### src/design/srt_pkg.sv
// Shared types and codes for the sorted record table.
`default_nettype none

package srt_pkg;

    localparam int KEY_BITS = 32;

    typedef enum logic [1:0] {
        FUNC_INSERT = 2'd0,
        FUNC_DELETE = 2'd1,
        FUNC_DUMP   = 2'd2,
        FUNC_NONE   = 2'd3
    } func_t;

    typedef enum logic [1:0] {
        ST_OK       = 2'd0,
        ST_NOTFOUND = 2'd1,
        ST_EMPTY    = 2'd2,
        ST_FULL     = 2'd3
    } status_t;

    typedef enum logic [2:0] {
        S_IDLE,
        S_INS_RD,
        S_INS_CMP,
        S_DEL_RD,
        S_DEL_CMP,
        S_DMP_RD,
        S_DMP_OUT,
        S_RESP
    } state_t;

endpackage

`default_nettype wire

### src/design/sorted_record_table.sv
// Sorted record table: records kept in ascending signed key order in a RAM.
`default_nettype none

// Holds up to CAPACITY records (signed 32-bit key plus payload) in ascending
// key order in a single-port-write, registered-read RAM, walked by a small
// sequencer with a less-than and an equality key compare. One item is handled
// at a time; in_ready is high only when the sequencer is idle. Each RAM step
// is a read state, then a compare-and-write state. Insert walks down from the
// top of the table, moving each larger-or-equal record up one slot. Delete
// walks the whole table, finding the first match and moving later records
// down. Dump reads and emits the records one at a time in order, waiting
// while the output is stalled. Full and empty cases go straight to the
// response state; an unused code is taken while idle and gives no item.
// RAM contents need no clearing after reset; only entries below the fill
// count are read for results.
module sorted_record_table
    import srt_pkg::*;
#(
    parameter int CAPACITY     = 32,
    parameter int PAYLOAD_BITS = 64
) (
    input  wire logic                       clk,
    input  wire logic                       rst_n,
    input  wire logic                       in_valid,
    output logic                            in_ready,
    input  wire logic [1:0]                 func,
    input  wire logic signed [KEY_BITS-1:0] key,
    input  wire logic [PAYLOAD_BITS-1:0]    payload,
    output logic                            out_valid,
    input  wire logic                       out_ready,
    output logic [1:0]                      status,
    output logic signed [KEY_BITS-1:0]      rec_key,
    output logic [PAYLOAD_BITS-1:0]         rec_payload,
    output logic                            last
);

    localparam int IW = (CAPACITY > 1) ? $clog2(CAPACITY) : 1;
    localparam int CW = $clog2(CAPACITY + 1);

    // record RAM
    logic signed [KEY_BITS-1:0] key_mem [CAPACITY];
    logic [PAYLOAD_BITS-1:0]    pay_mem [CAPACITY];
    logic signed [KEY_BITS-1:0] rd_key_reg;
    logic [PAYLOAD_BITS-1:0]    rd_pay_reg;

    logic                       mem_we;
    logic [IW-1:0]              waddr;
    logic [IW-1:0]              raddr;
    logic signed [KEY_BITS-1:0] wkey;
    logic [PAYLOAD_BITS-1:0]    wpay;

    state_t                     state_reg, state_next;
    logic [CW-1:0]              count_reg, count_next;
    logic [CW-1:0]              idx_reg, idx_next;
    logic                       found_reg, found_next;
    logic signed [KEY_BITS-1:0] key_reg, key_next;
    logic [PAYLOAD_BITS-1:0]    pay_reg, pay_next;
    status_t                    resp_reg, resp_next;

    logic                       out_valid_reg;
    logic [1:0]                 status_reg;
    logic signed [KEY_BITS-1:0] rec_key_reg;
    logic [PAYLOAD_BITS-1:0]    rec_pay_reg;
    logic                       last_reg;

    logic                       emit;
    status_t                    emit_status;
    logic signed [KEY_BITS-1:0] emit_key;
    logic [PAYLOAD_BITS-1:0]    emit_pay;
    logic                       emit_last;
    logic                       slot_free;
    logic                       at_end;
    logic                       match;

    always_ff @(posedge clk)
    begin
        if (mem_we)
        begin
            key_mem[waddr] <= wkey;
            pay_mem[waddr] <= wpay;
        end
        rd_key_reg <= key_mem[raddr];
        rd_pay_reg <= pay_mem[raddr];
    end

    assign slot_free = !out_valid_reg || out_ready;
    assign at_end    = (idx_reg == count_reg - CW'(1));
    assign match     = (rd_key_reg == key_reg);
    assign in_ready  = (state_reg == S_IDLE);

    always_comb
    begin
        state_next  = state_reg;
        count_next  = count_reg;
        idx_next    = idx_reg;
        found_next  = found_reg;
        key_next    = key_reg;
        pay_next    = pay_reg;
        resp_next   = resp_reg;
        mem_we      = 1'b0;
        waddr       = idx_reg[IW-1:0];
        raddr       = idx_reg[IW-1:0];
        wkey        = key_reg;
        wpay        = pay_reg;
        emit        = 1'b0;
        emit_status = ST_OK;
        emit_key    = '0;
        emit_pay    = '0;
        emit_last   = 1'b1;

        case (state_reg)
            S_IDLE:
            begin
                if (in_valid)
                begin
                    key_next   = key;
                    pay_next   = payload;
                    idx_next   = '0;
                    found_next = 1'b0;
                    case (func)
                        FUNC_INSERT:
                        begin
                            if (count_reg == CW'(CAPACITY))
                            begin
                                resp_next  = ST_FULL;
                                state_next = S_RESP;
                            end
                            else
                            begin
                                idx_next   = count_reg;
                                state_next = S_INS_RD;
                            end
                        end
                        FUNC_DELETE:
                        begin
                            if (count_reg == '0)
                            begin
                                resp_next  = ST_EMPTY;
                                state_next = S_RESP;
                            end
                            else
                            begin
                                state_next = S_DEL_RD;
                            end
                        end
                        FUNC_DUMP:
                        begin
                            if (count_reg == '0)
                            begin
                                resp_next  = ST_EMPTY;
                                state_next = S_RESP;
                            end
                            else
                            begin
                                state_next = S_DMP_RD;
                            end
                        end
                        default:
                        begin
                            state_next = S_IDLE;
                        end
                    endcase
                end
            end

            S_INS_RD:
            begin
                raddr = idx_reg[IW-1:0] - IW'(1);
                if (idx_reg == '0)
                begin
                    mem_we     = 1'b1;
                    count_next = count_reg + CW'(1);
                    resp_next  = ST_OK;
                    state_next = S_RESP;
                end
                else
                begin
                    state_next = S_INS_CMP;
                end
            end

            S_INS_CMP:
            begin
                mem_we = 1'b1;
                if (rd_key_reg < key_reg)
                begin
                    count_next = count_reg + CW'(1);
                    resp_next  = ST_OK;
                    state_next = S_RESP;
                end
                else
                begin
                    // move the larger-or-equal record up one slot
                    wkey       = rd_key_reg;
                    wpay       = rd_pay_reg;
                    idx_next   = idx_reg - CW'(1);
                    state_next = S_INS_RD;
                end
            end

            S_DEL_RD:
            begin
                state_next = S_DEL_CMP;
            end

            S_DEL_CMP:
            begin
                if (found_reg)
                begin
                    // close the gap left by the removed record
                    mem_we = 1'b1;
                    waddr  = idx_reg[IW-1:0] - IW'(1);
                    wkey   = rd_key_reg;
                    wpay   = rd_pay_reg;
                end
                found_next = found_reg || match;
                if (at_end)
                begin
                    if (found_reg || match)
                    begin
                        count_next = count_reg - CW'(1);
                        resp_next  = ST_OK;
                    end
                    else
                    begin
                        resp_next = ST_NOTFOUND;
                    end
                    state_next = S_RESP;
                end
                else
                begin
                    idx_next   = idx_reg + CW'(1);
                    state_next = S_DEL_RD;
                end
            end

            S_DMP_RD:
            begin
                state_next = S_DMP_OUT;
            end

            S_DMP_OUT:
            begin
                if (slot_free)
                begin
                    emit      = 1'b1;
                    emit_key  = rd_key_reg;
                    emit_pay  = rd_pay_reg;
                    emit_last = at_end;
                    if (at_end)
                    begin
                        state_next = S_IDLE;
                    end
                    else
                    begin
                        idx_next   = idx_reg + CW'(1);
                        state_next = S_DMP_RD;
                    end
                end
            end

            S_RESP:
            begin
                if (slot_free)
                begin
                    emit        = 1'b1;
                    emit_status = resp_reg;
                    state_next  = S_IDLE;
                end
            end

            default:
            begin
                state_next = S_IDLE;
            end
        endcase
    end

    always_ff @(posedge clk or negedge rst_n)
    begin
        if (!rst_n)
        begin
            state_reg     <= S_IDLE;
            count_reg     <= '0;
            idx_reg       <= '0;
            found_reg     <= 1'b0;
            out_valid_reg <= 1'b0;
        end
        else
        begin
            state_reg <= state_next;
            count_reg <= count_next;
            idx_reg   <= idx_next;
            found_reg <= found_next;
            if (emit)
            begin
                out_valid_reg <= 1'b1;
            end
            else if (out_ready)
            begin
                out_valid_reg <= 1'b0;
            end
        end
    end

    always_ff @(posedge clk)
    begin
        key_reg  <= key_next;
        pay_reg  <= pay_next;
        resp_reg <= resp_next;
        if (emit)
        begin
            status_reg  <= emit_status;
            rec_key_reg <= emit_key;
            rec_pay_reg <= emit_pay;
            last_reg    <= emit_last;
        end
    end

    assign out_valid   = out_valid_reg;
    assign status      = status_reg;
    assign rec_key     = rec_key_reg;
    assign rec_payload = rec_pay_reg;
    assign last        = last_reg;

endmodule

`default_nettype wire
### config.mk
export PLATFORM = sky130hd
export DESIGN_NAME = sorted_record_table
export DESIGN_NICKNAME = d
export VERILOG_FILES = /design/src/design/srt_pkg.sv /design/src/design/sorted_record_table.sv
export SDC_FILE = /design/constraint.sdc
export NUM_CORES = 2
export LEC_CHECK = 0
export ABC_AREA = 1
export ABC_CLOCK_PERIOD_IN_PS = 10950
export BUFFER_PORTS_ARGS = -buffer_cell sky130_fd_sc_hd__buf_2
export CORE_AREA = 2 2 490 614
export DETAILED_ROUTE_END_ITERATION = 10
export DIE_AREA = 0 0 492 616
export HOLD_SLACK_MARGIN = 0.02
export SYNTH_ARGS = -nofsm -noshare
export SYNTH_HDL_FRONTEND = slang
export SYNTH_SLANG_ARGS = --single-unit
### constraint.sdc
create_clock -name clk -period 10.95 [get_ports clk]
set_clock_uncertainty 0.15 [all_clocks]
set_input_delay 2.7375 -clock clk [delete_from_list [all_inputs] [get_ports clk]]
set_output_delay 2.7375 -clock clk [all_outputs]
set_load 0.01 [all_outputs]
==> out/qor.yml <==
ant_nets: 0
worstPathRequired_ns: 11.32
crit_path_start: "state_reg[0]$_DFFE_PN0P_"
path_clk_slew_ns: 0.06
synth_top_family_by_area: "compound AO/OA/AOI/OAI gates"
yosys_warnings: 0
htree_levels: 5
grt_max_degree: 204
slew_viol_final: 0
setup_ws_ns: 5.12
crit_type: "flip-flop to flip-flop"
finalCriticalPeriod_ns: 5.83
finalHoldViolations: 0
firstDrtPassIters: 6
max-cap-violations: 0
coreArea_mm2: 0.297
tns_ns: 0
rr_worst_depth: 9
worstPathArrival_ns: 6.19
cts_hold_buf: 0
setup_viol: 0
drc: 0
end_kind: "flip-flop"
hold_class: "flip-flop to flip-flop"
wl_per_cell_um: 28.2
netlist_area_mm2: 0.133
drive_above_1_share_pct: 8.94
num_io_pins: 203
power.leakage_nw: 49.9
hold_depth: 2
insertion_delay_ns: 0.93
syn_area_per_cell_um2: 12.9
clock-root-buffer: "clkbuf_16"
grt_util_all_layers_pct: 26.3
synthAdderAreaFrac_pct: 0.419
cts_setup_buffers: 0
drt_iter0_markers: 11500
fp-row-count: 224
tightestPinTransition_ns: 1.29
finalCritPeriodShare_pct: 53.2
worst_r2r_endpoint: "pay_mem[30][33]$_DFFE_PP_"
drt-total-wl_um: 411000
grt_pass1_vias: 85200
worstSetupStartpointType: "flip-flop"
top_regs: "pay_mem: 2048 flops, key_mem: 1024 flops"
syn_nets: 10500
rrSetupSlack_ns: 5.12
synth_xor_xnor_area_share_pct: 0.170
cts-buffers-inserted: 338
synth_largest_area_cell: "edfxtp_1"
mostFrequentLayoutCells: "edfxtp_1 (3269), nor2_1 (1468), nand2_1 (1230)"
regMostFlops: "pay_mem"
worstHoldStart: "count_reg[1]$_DFFE_PN0P_"
fin_area_mm2: 0.149
overflow: 0
synth-main-ff-cell: "edfxtp_1"
synthCells: 10300
synth-edff-count: 3269
ir_drop_uv: 341
ys_ff_latch: 3382
max_freq_mhz: 172
synth.distinct_cells: 47
largest_reg_flops: 2048
final_common_cell: "edfxtp_1"
gp_congestion: 0.838
r2r-start: "state_reg[0]$_DFFE_PN0P_"
post_cts_resized: 0
fp.dieArea_mm2: 0.303
synth.area.mux_share_pct: 0
slew-limit-headroom_pct: 13.4
fp.dieH_um: 616
status: "finished clean"
ys_seq_area_share_pct: 75.4
grt_setup_unrepaired: "no"
cts_tree: "done"
p_per_area_mw_per_mm2: 330
area_growth_pct: 12.1
antenna_found_initial: 11
clockBufferDepth: 4
cp_max_fo: 45
dpl_cell_area_mm2: 0.138
yosysTopAreaCellShare_pct: 73.7
viasPerCell: 6.06
n_fill_cell: 25400
synthTopCellsByArea: "edfxtp_1 (74%), o21ai_0 (4.4%), nor2_1 (4.2%), nand2_1 (3.5%), o22ai_1 (3.0%)"
die-width_um: 492
final_nets: 10500
place_ws_ns: 5.23
whs_endpoint: "count_reg[1]$_DFFE_PN0P_"
vias: 88400
start_util_pct: 44.8
portBuffers: 202
synth_simple_gate_area_share_pct: 10.2
dp_hpwl_um: 201000
grt_pass1_wl_um: 590000
synth_compound_area_share_pct: 10.9
async_reset_ff_share_pct: 0.503
clkSinkCount: 3382
-- layer usage --
metal  global-route usage, %  up-vias  share of wire [%]
met5                       0        -             0.0032
met4                    9.48        2                3.8
met3                    3.84      816                9.0
met2                    43.3     4690                 48
met1                    35.6    44800                 39
li1                        -    38100                  -
-- synthesized netlist by cell type, drive strengths merged, types with 62 or more instances --
cell type / n
dfxtp: 96
nand2: 1235
edfxtp: 3269
a22oi: 62
o21ai: 1532
nand3: 646
o21bai: 127
nor2: 1505
clkbuf: 417
o211ai: 125
a21oi: 79
buf: 289
o22ai: 636
inv: 203
-- stage by stage --
stage          hold WS (ns)  util [%]  power [W]  cells
3_3_place_gp          0.355      46.6     0.0374  14000
3_5_place_dp          0.370      46.6     0.0377  14000
2_1_floorplan         0.324         -     0.0309  10300
6_report              0.388      50.3     0.0493  14600
5_1_grt               0.409      50.3     0.0517  14600
4_1_cts               0.383      50.3     0.0493  14600
-- cell families after synthesis --
family                   Yosys count
AO/OA/AOI/OAI                   2573
XOR/XNOR                          20
adder cells (fa/ha/maj)           44
buffers and inverters            910
flip-flops                      3382
AND/OR/NAND/NOR                 3398
-- worst max path at each step --
| stage | to |
|---|---|
| after global placement | pay_mem[25][30]$_DFFE_PP_ |
| after global routing | pay_mem[30][59]$_DFFE_PP_ |
| after CTS | pay_mem[30][59]$_DFFE_PP_ |
| after floorplan | status[0]$_SDFFCE_PN0P_ |
| after detailed placement | pay_mem[25][30]$_DFFE_PP_ |
| final | pay_mem[30][33]$_DFFE_PP_ |
-- worst max-delay path: stages, from the launching register on --
cell     delay, ns
dfrtp_1       0.54
nor2_1        0.23
inv_1         0.09
nor2_2        0.25
nand2_1       0.44
o21ai_0       0.44
nand3_1       0.67
nor2_4        0.78
buf_4         0.88
buf_4         0.93
-- power by group --
| group | internal (W) | leakage, nW | switching (W) | total [W] |
|---|---|---|---|---|
| sequential | 0.0177 | 30.6 | 0.000460 | 0.0182 |
| combinational | 0.00481 | 14.0 | 0.0147 | 0.0195 |
| clock | 0.00669 | 5.34 | 0.00492 | 0.0116 |
-- area by class of cell --
| cell class | count | area [µm²] | area share [%] |
|---|---|---|---|
| clock buffer | 444 | 9260 | 6.20 |
| tap | 3955 | 4950 | 3.31 |
| sequential | 3382 | 101000 | 67.3 |
| clock inverter | 165 | 1690 | 1.13 |
| antenna | 4 | 10.0 | 0.00670 |
| timing repair buffer | 409 | 2900 | 1.94 |
| inverter | 204 | 803 | 0.538 |
| multi-input combinational | 6035 | 29200 | 19.6 |
Power figures use the tool's default switching activity.
